==> config.mk <==
export PLATFORM = sky130hd
export DESIGN_NAME = hid_mouse_descriptor_parser_top
export DESIGN_NICKNAME = d
export VERILOG_FILES = /design/src/rtl/hmdp_pkg.sv /design/src/rtl/hid_mouse_descriptor_parser_top.sv /design/src/rtl/hmdp_ram.sv /design/src/rtl/hmdp_core.sv
export SDC_FILE = /design/constraint.sdc
export NUM_CORES = 1
export LEC_CHECK = 0
export BUFFER_PORTS_ARGS = -buffer_cell sky130_fd_sc_hd__buf_2
export CORE_MARGIN = 2
export CORE_UTILIZATION = 38
export CTS_BUF_LIST = sky130_fd_sc_hd__clkbuf_8
export DETAILED_ROUTE_END_ITERATION = 8
export GPL_ROUTABILITY_DRIVEN = 0
export PLACE_DENSITY = 0.52
export REMOVE_ABC_BUFFERS = 1
export SLEW_MARGIN = 20
export SYNTH_ARGS = -nofsm -noshare
export SYNTH_HDL_FRONTEND = slang
export SYNTH_SLANG_ARGS = --single-unit
==> constraint.sdc <==
create_clock -name clk -period 6.5 [get_ports clk]
set_input_delay 0.325 -clock clk [delete_from_list [all_inputs] [get_ports clk]]
set_output_delay 0.325 -clock clk [all_outputs]
set_load 0.005 [all_outputs]
==> src/rtl/hmdp_pkg.sv <==
// Shared types, item codes and helpers for the HID mouse descriptor parser.
`timescale 1ns / 1ps
`default_nettype none
package hmdp_pkg;

	localparam int USAGE_QUEUE_DEPTH = 8;
	localparam int OFFSET_BITS       = 12;
	localparam int QIDX_W            = (USAGE_QUEUE_DEPTH > 1) ? $clog2(USAGE_QUEUE_DEPTH) : 1;
	localparam int QFILL_W           = $clog2(USAGE_QUEUE_DEPTH + 1);
	localparam int OFS_OUT_W         = 12;
	localparam int AMT_W             = 16;
	localparam int SUM_W             = ((OFFSET_BITS > AMT_W) ? OFFSET_BITS : AMT_W) + 1;

	localparam logic [OFFSET_BITS-1:0] POS_MAX = '1;

	localparam logic [1:0] TYPE_MAIN   = 2'd0;
	localparam logic [1:0] TYPE_GLOBAL = 2'd1;
	localparam logic [1:0] TYPE_LOCAL  = 2'd2;
	localparam logic [1:0] SIZE_FOUR   = 2'd3;

	localparam logic [3:0] TAG_INPUT        = 4'd8;
	localparam logic [3:0] TAG_COLLECTION   = 4'd10;
	localparam logic [3:0] TAG_END_COLL     = 4'd12;
	localparam logic [3:0] TAG_REPORT_SIZE  = 4'd7;
	localparam logic [3:0] TAG_REPORT_ID    = 4'd8;
	localparam logic [3:0] TAG_REPORT_COUNT = 4'd9;
	localparam logic [3:0] TAG_USAGE        = 4'd0;

	localparam logic [7:0] USAGE_POINTER = 8'h01;
	localparam logic [7:0] USAGE_MOUSE   = 8'h02;
	localparam logic [7:0] USAGE_X       = 8'h30;
	localparam logic [7:0] USAGE_Y       = 8'h31;
	localparam logic [7:0] USAGE_WHEEL   = 8'h38;

	localparam logic [7:0] DEPTH_OUTER = 8'd0;
	localparam logic [7:0] DEPTH_INNER = 8'd1;
	localparam logic [7:0] DEPTH_QUEUE = 8'd2;

	localparam logic [AMT_W-1:0] REPORT_ID_BITS = 16'd8;

	localparam int LOC_X     = 0;
	localparam int LOC_Y     = 1;
	localparam int LOC_WHEEL = 2;
	localparam int LOC_BTN   = 3;

	typedef enum logic [1:0] {
		ST_IDLE,
		ST_EXEC,
		ST_DRAIN,
		ST_EMIT
	} state_t;

	typedef struct packed {
		logic                 desc_valid;
		logic [3:0]           fields_found;
		logic [OFS_OUT_W-1:0] x_offset;
		logic [7:0]           x_width;
		logic [OFS_OUT_W-1:0] y_offset;
		logic [7:0]           y_width;
		logic [OFS_OUT_W-1:0] wheel_offset;
		logic [7:0]           wheel_width;
		logic [OFS_OUT_W-1:0] button_offset;
		logic [7:0]           button_count;
		logic [7:0]           report_id;
	} result_t;

	function automatic logic [2:0] data_len(input logic [1:0] code);
		return (code == SIZE_FOUR) ? 3'd4 : {1'b0, code};
	endfunction

	function automatic logic [OFFSET_BITS-1:0] sat_add(input logic [OFFSET_BITS-1:0] pos,
			input logic [AMT_W-1:0] amt);
		logic [SUM_W-1:0] s;
		s = SUM_W'(pos) + SUM_W'(amt);
		if (s > SUM_W'(POS_MAX)) begin
			return POS_MAX;
		end
		return s[OFFSET_BITS-1:0];
	endfunction

endpackage
`default_nettype wire

==> src/rtl/hid_mouse_descriptor_parser_top.sv <==
// HID mouse report descriptor parser, top level with result register.
// Descriptor bytes enter on the input channel; each byte is first captured,
// then decoded and applied to the parse state. A relative Input item of a
// mouse pointer then drains its queued usages, read back from the usage queue
// RAM one entry per cycle, and the byte marked last loads the result. The
// result sits in an output register, so a new descriptor may start while it
// waits; a second result waits for that register to empty.
`timescale 1ns / 1ps
`default_nettype none
module hid_mouse_descriptor_parser_top
	import hmdp_pkg::*;
(
	input  wire logic                 clk,
	input  wire logic                 arst_n,
	input  wire logic                 in_valid,
	output logic                      in_stall,
	input  wire logic [7:0]           desc_byte,
	input  wire logic                 last_byte,
	output logic                      out_valid,
	input  wire logic                 out_stall,
	output logic                      desc_valid,
	output logic [3:0]                fields_found,
	output logic [OFS_OUT_W-1:0]      x_offset,
	output logic [7:0]                x_width,
	output logic [OFS_OUT_W-1:0]      y_offset,
	output logic [7:0]                y_width,
	output logic [OFS_OUT_W-1:0]      wheel_offset,
	output logic [7:0]                wheel_width,
	output logic [OFS_OUT_W-1:0]      button_offset,
	output logic [7:0]                button_count,
	output logic [7:0]                report_id
);

	logic    out_valid_q;
	result_t res_q;
	result_t res;
	logic    emit;
	logic    out_free;

	assign out_free = !out_valid_q || !out_stall;

	hmdp_core u_core (
		.clk      (clk),
		.arst_n   (arst_n),
		.in_valid (in_valid),
		.in_stall (in_stall),
		.desc_byte(desc_byte),
		.last_byte(last_byte),
		.out_free (out_free),
		.emit     (emit),
		.res      (res)
	);

	always_ff @(posedge clk or negedge arst_n) begin
		if (!arst_n) begin
			out_valid_q <= 1'b0;
		end else if (emit) begin
			out_valid_q <= 1'b1;
		end else if (!out_stall) begin
			out_valid_q <= 1'b0;
		end
	end

	always_ff @(posedge clk) begin
		if (emit) begin
			res_q <= res;
		end
	end

	assign out_valid     = out_valid_q;
	assign desc_valid    = res_q.desc_valid;
	assign fields_found  = res_q.fields_found;
	assign x_offset      = res_q.x_offset;
	assign x_width       = res_q.x_width;
	assign y_offset      = res_q.y_offset;
	assign y_width       = res_q.y_width;
	assign wheel_offset  = res_q.wheel_offset;
	assign wheel_width   = res_q.wheel_width;
	assign button_offset = res_q.button_offset;
	assign button_count  = res_q.button_count;
	assign report_id     = res_q.report_id;

endmodule
`default_nettype wire

==> src/rtl/hmdp_ram.sv <==
// Simple dual-port RAM with registered read data.
`timescale 1ns / 1ps
`default_nettype none
module hmdp_ram #(
	parameter int DEPTH = 8,
	parameter int WIDTH = 8,
	parameter int AW    = 3
) (
	input  wire logic             clk,
	input  wire logic             we,
	input  wire logic [AW-1:0]    waddr,
	input  wire logic [WIDTH-1:0] wdata,
	input  wire logic             re,
	input  wire logic [AW-1:0]    raddr,
	output logic      [WIDTH-1:0] rdata
);

	logic [WIDTH-1:0] mem [DEPTH];

	always_ff @(posedge clk) begin
		if (we) begin
			mem[waddr] <= wdata;
		end
	end

	always_ff @(posedge clk) begin
		if (re) begin
			rdata <= mem[raddr];
		end
	end

endmodule
`default_nettype wire

==> src/rtl/hmdp_core.sv <==
// Item decoder, parse state and usage queue drain sequencer.
`timescale 1ns / 1ps
`default_nettype none
module hmdp_core
	import hmdp_pkg::*;
(
	input  wire logic       clk,
	input  wire logic       arst_n,
	input  wire logic       in_valid,
	output logic            in_stall,
	input  wire logic [7:0] desc_byte,
	input  wire logic       last_byte,
	input  wire logic       out_free,
	output logic            emit,
	output result_t         res
);

	state_t state_q, state_d;

	logic [7:0]             byte_q;
	logic                   last_q;
	logic [7:0]             hdr_q;
	logic [2:0]             left_q;
	logic [7:0]             depth_q;
	logic [7:0]             size_q;
	logic [7:0]             count_q;
	logic [AMT_W-1:0]       prod_q;
	logic [OFFSET_BITS-1:0] pos_q;
	logic [7:0]             outer_q;
	logic [7:0]             inner_q;
	logic [QFILL_W-1:0]     fill_q;
	logic                   failed_q;
	logic [OFS_OUT_W-1:0]   ofs_q [4];
	logic [7:0]             wid_q [4];
	logic [3:0]             found_q;
	logic [7:0]             rid_q;
	logic [QFILL_W-1:0]     proc_idx_q;

	logic                   accept;
	logic                   item_fire;
	logic [7:0]             item_hdr;
	logic [7:0]             item_val;
	logic                   is_main, is_global, is_local;
	logic                   do_input, in_const, in_rel, in_abs, rel_bad, drain_start;
	logic                   do_coll, do_end, do_size, do_count, do_rid, do_usage;
	logic                   push, overflow;
	logic [QFILL_W-1:0]     proc_next;
	logic                   drain_last;
	logic                   ram_re;
	logic [QIDX_W-1:0]      ram_raddr;
	logic [7:0]             ram_rdata;

	assign accept = in_valid && !in_stall;

	always_comb begin
		item_fire = 1'b0;
		item_hdr  = hdr_q;
		item_val  = byte_q;
		if (left_q == 3'd0) begin
			item_hdr  = byte_q;
			item_val  = 8'h00;
			item_fire = (data_len(byte_q[1:0]) == 3'd0);
		end else begin
			item_fire = (left_q == data_len(hdr_q[1:0]));
		end
		item_fire = item_fire && (state_q == ST_EXEC) && !failed_q;
	end

	assign is_main   = item_fire && (item_hdr[3:2] == TYPE_MAIN);
	assign is_global = item_fire && (item_hdr[3:2] == TYPE_GLOBAL);
	assign is_local  = item_fire && (item_hdr[3:2] == TYPE_LOCAL);

	assign do_input = is_main && (item_hdr[7:4] == TAG_INPUT)
		&& (outer_q == USAGE_MOUSE) && (inner_q == USAGE_POINTER);
	assign in_const    = do_input && item_val[0];
	assign in_rel      = do_input && !item_val[0] && item_val[2];
	assign in_abs      = do_input && !item_val[0] && !item_val[2];
	assign rel_bad     = in_rel && (8'(fill_q) != count_q);
	assign drain_start = in_rel && !rel_bad && (fill_q != '0);

	assign do_coll  = is_main && (item_hdr[7:4] == TAG_COLLECTION);
	assign do_end   = is_main && (item_hdr[7:4] == TAG_END_COLL);
	assign do_size  = is_global && (item_hdr[7:4] == TAG_REPORT_SIZE);
	assign do_count = is_global && (item_hdr[7:4] == TAG_REPORT_COUNT);
	assign do_rid   = is_global && (item_hdr[7:4] == TAG_REPORT_ID);
	assign do_usage = is_local && (item_hdr[7:4] == TAG_USAGE);

	assign push     = do_usage && (depth_q == DEPTH_QUEUE)
		&& (fill_q < QFILL_W'(USAGE_QUEUE_DEPTH));
	assign overflow = do_usage && (depth_q == DEPTH_QUEUE)
		&& (fill_q >= QFILL_W'(USAGE_QUEUE_DEPTH));

	assign proc_next  = proc_idx_q + QFILL_W'(1);
	assign drain_last = (proc_next == fill_q);

	always_comb begin
		state_d = state_q;
		unique case (state_q)
			ST_IDLE: begin
				if (in_valid) begin
					state_d = ST_EXEC;
				end
			end
			ST_EXEC: begin
				if (drain_start) begin
					state_d = ST_DRAIN;
				end else if (last_q) begin
					state_d = ST_EMIT;
				end else begin
					state_d = ST_IDLE;
				end
			end
			ST_DRAIN: begin
				if (drain_last) begin
					state_d = last_q ? ST_EMIT : ST_IDLE;
				end
			end
			ST_EMIT: begin
				if (out_free) begin
					state_d = ST_IDLE;
				end
			end
			default: state_d = ST_IDLE;
		endcase
	end

	always_comb begin
		in_stall  = 1'b1;
		emit      = 1'b0;
		ram_re    = 1'b0;
		ram_raddr = '0;
		unique case (state_q)
			ST_IDLE: begin
				in_stall = 1'b0;
			end
			ST_EXEC: begin
				ram_re = drain_start;
			end
			ST_DRAIN: begin
				ram_re    = (proc_next < fill_q);
				ram_raddr = proc_next[QIDX_W-1:0];
			end
			ST_EMIT: begin
				emit = out_free;
			end
			default: in_stall = 1'b1;
		endcase
	end

	hmdp_ram #(
		.DEPTH(USAGE_QUEUE_DEPTH),
		.WIDTH(8),
		.AW   (QIDX_W)
	) u_queue (
		.clk  (clk),
		.we   (push),
		.waddr(fill_q[QIDX_W-1:0]),
		.wdata(item_val),
		.re   (ram_re),
		.raddr(ram_raddr),
		.rdata(ram_rdata)
	);

	always_ff @(posedge clk or negedge arst_n) begin
		if (!arst_n) begin
			state_q    <= ST_IDLE;
			byte_q     <= '0;
			last_q     <= 1'b0;
			hdr_q      <= '0;
			left_q     <= '0;
			depth_q    <= '0;
			size_q     <= '0;
			count_q    <= '0;
			prod_q     <= '0;
			pos_q      <= '0;
			outer_q    <= '0;
			inner_q    <= '0;
			fill_q     <= '0;
			failed_q   <= 1'b0;
			found_q    <= '0;
			rid_q      <= '0;
			proc_idx_q <= '0;
			for (int i = 0; i < 4; i++) begin
				ofs_q[i] <= '0;
				wid_q[i] <= '0;
			end
		end else begin
			state_q <= state_d;
			prod_q  <= size_q * count_q;
			if (accept) begin
				byte_q <= desc_byte;
				last_q <= last_byte;
			end
			if (emit) begin
				hdr_q      <= '0;
				left_q     <= '0;
				depth_q    <= '0;
				size_q     <= '0;
				count_q    <= '0;
				pos_q      <= '0;
				outer_q    <= '0;
				inner_q    <= '0;
				fill_q     <= '0;
				failed_q   <= 1'b0;
				found_q    <= '0;
				rid_q      <= '0;
				proc_idx_q <= '0;
				for (int i = 0; i < 4; i++) begin
					ofs_q[i] <= '0;
					wid_q[i] <= '0;
				end
			end else begin
				if (state_q == ST_EXEC) begin
					if (left_q == 3'd0) begin
						if (data_len(byte_q[1:0]) != 3'd0) begin
							hdr_q  <= byte_q;
							left_q <= data_len(byte_q[1:0]);
						end
					end else begin
						left_q <= left_q - 3'd1;
					end
				end
				if (in_const || in_abs) begin
					pos_q <= sat_add(pos_q, prod_q);
				end
				if (in_abs) begin
					ofs_q[LOC_BTN]   <= OFS_OUT_W'(pos_q);
					wid_q[LOC_BTN]   <= count_q;
					found_q[LOC_BTN] <= 1'b1;
				end
				if (rel_bad || overflow) begin
					failed_q <= 1'b1;
				end
				if (drain_start) begin
					proc_idx_q <= '0;
				end
				if (do_coll) begin
					if (depth_q == DEPTH_OUTER) begin
						pos_q <= '0;
					end
					depth_q <= depth_q + 8'd1;
				end
				if (do_end) begin
					depth_q <= depth_q - 8'd1;
				end
				if (do_size) begin
					size_q <= item_val;
				end
				if (do_count) begin
					count_q <= item_val;
				end
				if (do_rid) begin
					pos_q <= sat_add(pos_q, REPORT_ID_BITS);
					if (outer_q == USAGE_MOUSE) begin
						rid_q <= item_val;
					end
				end
				if (push) begin
					fill_q <= fill_q + QFILL_W'(1);
				end
				if (do_usage && (depth_q == DEPTH_OUTER)) begin
					outer_q <= item_val;
				end
				if (do_usage && (depth_q == DEPTH_INNER)) begin
					inner_q <= item_val;
				end
				if (state_q == ST_DRAIN) begin
					case (ram_rdata)
						USAGE_X: begin
							ofs_q[LOC_X]   <= OFS_OUT_W'(pos_q);
							wid_q[LOC_X]   <= size_q;
							found_q[LOC_X] <= 1'b1;
						end
						USAGE_Y: begin
							ofs_q[LOC_Y]   <= OFS_OUT_W'(pos_q);
							wid_q[LOC_Y]   <= size_q;
							found_q[LOC_Y] <= 1'b1;
						end
						USAGE_WHEEL: begin
							ofs_q[LOC_WHEEL]   <= OFS_OUT_W'(pos_q);
							wid_q[LOC_WHEEL]   <= size_q;
							found_q[LOC_WHEEL] <= 1'b1;
						end
						default: begin
						end
					endcase
					pos_q      <= sat_add(pos_q, AMT_W'(size_q));
					proc_idx_q <= proc_next;
					if (drain_last) begin
						fill_q <= '0;
					end
				end
			end
		end
	end

	always_comb begin
		res.desc_valid    = !failed_q;
		res.fields_found  = found_q;
		res.x_offset      = ofs_q[LOC_X];
		res.x_width       = wid_q[LOC_X];
		res.y_offset      = ofs_q[LOC_Y];
		res.y_width       = wid_q[LOC_Y];
		res.wheel_offset  = ofs_q[LOC_WHEEL];
		res.wheel_width   = wid_q[LOC_WHEEL];
		res.button_offset = ofs_q[LOC_BTN];
		res.button_count  = wid_q[LOC_BTN];
		res.report_id     = rid_q;
	end

endmodule
`default_nettype wire
==> results of run 1 <==
-- kinds of logic after synthesis --
family | after synthesis | share of synthesized area
multiplexers | 102 | 0.06986
AO/OA/AOI/OAI | 224 | 0.07754
XOR/XNOR | 49 | 0.02438
buffers and inverters | 164 | 0.03575
adder cells (fa/ha/maj) | 114 | 0.09723
AND/OR/NAND/NOR | 542 | 0.1409
flip-flops | 357 | 0.5544
-- worst max path at each step --
stage	slack, ps	cells past startpoint	end	from
after global placement	1860	14	u_core.prod_q[15]	u_core.size_q[1]
after floorplan	1160	6	u_core.pos_q[9]	u_core.state_q[0]
after detailed placement	1750	14	u_core.prod_q[15]	u_core.size_q[1]
final	1730	14	u_core.prod_q[15]	u_core.size_q[1]
after CTS	1710	14	u_core.prod_q[15]	u_core.size_q[1]
after global routing	1360	14	u_core.prod_q[15]	u_core.size_q[1]
-- power groups by stage --
stage | Combinational [mW] | Clock (mW) | Sequential, mW
2_1_floorplan | 1.33 | 0 | 3.47
3_3_place_gp | 1.86 | 0 | 3.66
3_5_place_dp | 1.89 | 0 | 3.68
4_1_cts | 1.90 | 1.95 | 3.64
5_1_grt | 2.13 | 2.06 | 3.72
6_report | 1.88 | 1.88 | 3.63
-- final cells by class --
| type | count | share of cell area |
|---|---|---|
| clock buffer | 67 | 0.04624 |
| multi-input combinational | 1031 | 0.3623 |
| inverter | 80 | 0.01543 |
| clock inverter | 46 | 0.01129 |
| tap | 600 | 0.03764 |
| sequential | 357 | 0.4894 |
| timing repair buffer | 131 | 0.03771 |
-- cells in the final DEF, fill, tap and decap left out, drive strengths merged, types with 40 or more instances in the layout --
cell | Yosys | routed
clkbuf | 73 | 68
buf | 11 | 119
a21oi | 106 | 106
nand2 | 224 | 224
ha | 76 | 76
inv | 80 | 110
nor2 | 150 | 150
edfxtp | 165 | 165
and2 | 40 | 40
mux2i | 70 | 70
dfrtp | 192 | 192
o21ai | 41 | 41
-- critical path, delay by kind of cell, from the launching register on --
family	cells	cell delay [ps]
xor+xnor	1	160
fa+ha+maj	5	2340
buf+inv	1	40
flops	1	660
simple gates	3	440
compound gates	4	1050
-- per-stage QoR --
| stage | worst slack [ps] | utilization |
|---|---|---|
| floorplan | 1156 | - |
| global placement | 1860 | 0.4100 |
| detailed placement | 1753 | 0.4100 |
| CTS | 1706 | 0.4376 |
| global route | 1362 | 0.4376 |
| finish | 1732 | 0.4376 |
-- what timing repair did --
item	CTS	global route
endpoints found under the setup margin	0	0
hold buffers	11	0
endpoints found under the hold margin	73	0
gates resized for setup	0	0
-- metal layers --
layer,wire [µm],vias to the layer above
li1,-,5617
met1,18880,5776
met2,20300,313
met3,1984,82
met4,1388,0
met5,0,-
-- registers in the layout, indices dropped and copies added, names as in the netlist, 12 cells and up --
name and cells:
y_offset 12, wheel_offset 12, button_offset 12, u_core.res 80, x_offset 12, u_core.u_queue.mem 64
u_core.pos_q 12, u_core.prod_q 16
==> flow_summary_export.csv, run 1 <==
group,metric,value,unit
status,status,"completed",
global_routing,grt_antenna_before_repair,0,
final_layout,diodes,0,
setup_path,crit_path_cell_trace,"nand2_1 -> fa_1 -> fa_1 -> fa_1 -> fa_1 -> inv_1 -> ha_1 -> o21ai_0 -> nand2_1 -> and2_1 -> o41ai_1 -> o211ai_1 -> o41ai_1 -> xnor2_1",
detailed_routing,wl,42.55,mm
synthesis,synth_warnings,0,
min_path,min_path_cells,4,
final_layout,multiInputGateArea,7226,µm²
power,p_leak,8.872,nW
clock_network,clk_pin_slew,60,ps
setup_path,endpoint_kind,"register",
clock_network,clk_latency,670,ps
power,power_density,370.6,nW/µm²
die,die-area,48060,µm²
timing,skew,26.10,ps
timing,holdWs,211.4,ps
synthesis,yosysTopAreaCellShare,0.2814,
placement,portBuffers,107,
die,die_x,219.2,µm
final_layout,area_growth,13.28,%
global_routing,grt_use_total,0.1832,
die,coreArea,45580,µm²
timing,tns,0,ps
timing,worst_pin_slew,1011,ps
clock_network,clkSinkCount,357,
placement,placedCellCount,2188,
setup_path,slowest_stage,"dfrtp_1",
detailed_routing,firstDrtPassIters,5,
setup_path,setup.worst_path.start_class,"register",
die,ioPinCount,108,
final_layout,seqCellArea,9759,µm²
clock_network,postCtsSetupRepairBufs,0,
setup_path,regToRegStartpoint,"u_core.size_q[1]",
synthesis,synth_cells,1552,
global_routing,first_global_vias,12120,
global_routing,use_met1,0.2412,
job,drv_cap,0,
synthesis,netlist_area,17600,µm²
global_routing,grt.busiest_layer,"met2",
die,num_rows,78,
die,die_h,219.2,µm
detailed_routing,ant_nets,0,
timing,rsz0062_at_grt,"no",
power,power_frac_seq,0.491,
clock_network,clock-root-buffer,"clkbuf_8",
synthesis,synthTopCellsByCount,"nand2_1 (224), dfrtp_1 (192), edfxtp_1 (165)",
power,p_sw,2.629,mW
synthesis,ys.flop_type,"dfrtp_1",
setup_path,r2r-end,"u_core.prod_q[15]",
setup_path,reg2reg_setup_slack,1730,ps
global_routing,grt_pass1_wl,67.94,mm
global_routing,globalRoute.totalOverflow,0,
detailed_routing,drt_iter0_drc,825,
clock_network,cts_tree,"yes",
setup_path,crit_path_max_incr_delay,660,ps
min_path,min_to,"u_core.state_q[0]",
min_path,min_path_type,"input port to register",
setup_path,cp.required,7080,ps
placement,place_area,18690,µm²
setup_path,critical_path_class,"register to register",
placement,hpwlAfterDp,28.67,mm
power,irDropWorstVdd,0.0002736,V
power,clockPowerShare,0.254,
power,p_comb_frac,0.254,
synthesis,avgSynthCellArea,11.34,µm²
timing,timing.fmax,209.7,MHz
synthesis,synth_area_leaders,"edfxtp_1 (28%), dfrtp_1 (27%), ha_1 (5.4%), nand2_1 (4.8%), fa_1 (4.3%)",
detailed_routing,viasPerCell,5.099,
final_layout,stdcell_area,19940,µm²
global_routing,gr-usage-met2,0.3020,
power,p_int,4.762,mW
global_routing,met3_usage,0.03257,
die,initial_core_util,0.3863,
synthesis,ys_ff_latch,357,
synthesis,synth_edf_count,165,
synthesis,yosysMostFrequentCell,"nand2_1",
clock_network,cts_buffers,60,
final_layout,fin_cells,2312,
timing,post-route-period-util,0.7336,
global_routing,grt_max_degree,148,
power,swShare,0.3557,
timing,finalHoldViolCount,0,
timing,final.min_clock_period,4768,ps
synthesis,async_flop_share,0.5378,
clock_network,cts_max_level,2,
final_layout,fill_cells,4273,
synthesis,seq_area_frac_synth,0.5544,
clock_network,cts.path.max_buffers,3,
detailed_routing,via_count,11790,
timing,finalSetupViolCount,0,
min_path,hold_start,"in_valid",
setup_path,critPathMaxFanout,14,
setup_path,reg2reg_depth,14,
synthesis,yosys.area.top_type,"edfxtp_1",
power,p_total,7.391,mW
final_layout,drive_gt1_frac,0.1449,
setup_path,path_common_cell,"fa_1",
setup_path,worstPathArrival,5350,ps
timing,slew_violations,0,
synthesis,synth.distinct_cells,76,
detailed_routing,wl_per_cell,18.40,µm
detailed_routing,drc,0,
timing,slew_headroom,0.3220,
final_layout,final_nets,1788,
No activity file was read; power rests on OpenSTA's default activity.
==> run 2, diff against run 1 <==
- clock period: 6.5 -> 5 ns (I/O delays scaled with it)
==> flow_summary_export.csv, run 2 (same netlist as run 1, synthesis figures left out) <==
group,metric,value,unit
global_routing,first_global_vias,11990,
setup_path,regToRegStartpoint,"u_core.count_q[4]",
detailed_routing,via_count,11820,
global_routing,grt_pass1_wl,67.28,mm
global_routing,grt.busiest_layer,"met2",
timing,slew_headroom,0.3102,
final_layout,final_common_cell,"nand2_1",
placement,dp_worst_setup_slack,354.3,ps
clock_network,clock-root-buffer,"clkbuf_8",
global_routing,met3_usage,0.03091,
timing,finalSetupViolCount,0,
detailed_routing,firstDrtPassIters,5,
die,coreArea,45580,µm²
setup_path,cp-startpoint,"u_core.count_q[4]",
setup_path,cp.required,5560,ps
die,die_x,219.2,µm
global_routing,grt_antenna_before_repair,0,
global_routing,gr-usage-met2,0.3049,
setup_path,setup.worst_path.start_class,"register",
die,die_h,219.2,µm
clock_network,cts.path.max_buffers,3,
timing,skew,46.42,ps
final_layout,drive_gt1_frac,0.1508,
detailed_routing,drc,0,
power,p_leak,8.960,nW
detailed_routing,drt_iter0_drc,751,
clock_network,clk_pin_slew,60,ps
placement,hpwlAfterDp,28.45,mm
die,num_rows,78,
timing,slew_violations,0,
detailed_routing,viasPerCell,5.084,
die,die-area,48060,µm²
clock_network,clk_latency,660,ps
final_layout,final_nets,1801,
setup_path,critical_path_class,"register to register",
timing,worst_pin_slew,1033,ps
clock_network,cts.repair.resized,0,
timing,holdWs,117.1,ps
power,irDropWorstVdd,0.0003658,V
final_layout,area_growth,13.73,%
setup_path,reg2reg_setup_slack,410,ps
final_layout,layout_common_cells,"nand2_1 (224), dfrtp_1 (192), edfxtp_1 (165), nor2_1 (150), inv_1 (111)",
setup_path,reg2reg_depth,14,
global_routing,globalRoute.totalOverflow,0,
clock_network,cts_buffers,59,
clock_network,postCtsSetupRepairBufs,0,
setup_path,endpoint_kind,"register",
timing,timing.final.ws_setup,411.5,ps
final_layout,diodes,0,
placement,portBuffers,107,
setup_path,r2r-end,"u_core.prod_q[15]",
setup_path,worstPathArrival,5150,ps
die,initial_core_util,0.3863,
final_layout,fill_cells,4340,
status,status,"completed",
timing,rsz0062_at_grt,"no",
clock_network,clkSinkCount,357,
timing,final.min_clock_period,4589,ps
global_routing,grt_max_degree,162,
detailed_routing,ant_nets,0,
timing,timing.fmax,217.9,MHz
placement,place_area,18790,µm²
timing,post-route-period-util,0.9177,
job,drv_cap,0,
detailed_routing,wl_per_cell,18.08,µm
die,ioPinCount,108,
final_layout,largest_reg_flops,80,
min_path,min_path_type,"input port to async pin",
global_routing,grt_use_total,0.1801,
timing,finalHoldViolCount,0,
clock_network,cts_tree,"yes",
detailed_routing,wl,42.03,mm
power,power_density,480.5,nW/µm²
clock_network,cts_max_level,2,
setup_path,critPathMaxFanout,11,
global_routing,use_met1,0.2383,
final_layout,stdcell_area,20020,µm²
## run 2: changes by cell type in the layout (fill, tap and decap cells not counted), sizes merged
cell,delta
buf,+14
clkinv,-6
inv,+6
clkinvlp,-2
## run 2: final cells by class
class                           count  area [µm²]  share of cell area
Clock inverter                     44       198.9            0.009936
Inverter                           80       307.8             0.01537
Timing Repair Buffer              145       857.1             0.04281
Clock buffer                       67       922.1             0.04606
Multi-Input combinational cell   1031        7226              0.3609
Tap cell                          600       750.7             0.03750
Sequential cell                   357        9759              0.4874
## run 2: how the worst max path moves through the flow
stage,cells past startpoint,slack [ps],endpoint
after floorplan,6,-340,u_core.pos_q[9]
after detailed placement,14,350,u_core.prod_q[15]
after CTS,14,370,u_core.prod_q[15]
after global routing,14,130,u_core.prod_q[15]
final,14,410,u_core.prod_q[15]
after global placement,14,430,u_core.prod_q[15]
## run 2: critical path, stage by stage, from the launching register on
cell	delay, ps
dfrtp_1	560
nand2_1	150
fa_1	470
fa_1	560
fa_1	440
fa_1	540
inv_1	40
ha_1	320
o21ai_0	90
nand2_1	80
and2_1	180
o41ai_1	380
o211ai_1	190
o41ai_1	330
xnor2_1	180
## run 2: routing by layer
layer	up-vias	part of all wire
li1	5635	-
met1	5838	0.45
met2	265	0.49
met3	77	0.040
met4	0	0.021
met5	-	0
## run 2: stage by stage
step	util	cells	power [mW]	setup TNS (ps)
after global placement	0.4123	2202	7.236	0
after floorplan	-	1468	6.233	-28750
after detailed placement	0.4123	2202	7.299	0
after CTS	0.4393	2324	9.763	0
after global routing	0.4393	2324	10.30	0
final	0.4393	2324	9.620	0
## run 2: repair_timing
item | 4_1_cts | 5_1_grt
hold endpoints to repair | 55 | 0
hold buffers | 11 | 0
setup endpoints to repair | 0 | 0
## run 2: report_power, final
| group | internal, mW | switching (mW) |
|---|---|---|
| registers | 3.97 | 0.703 |
| clock network | 1.23 | 1.17 |
| logic | 1.02 | 1.53 |
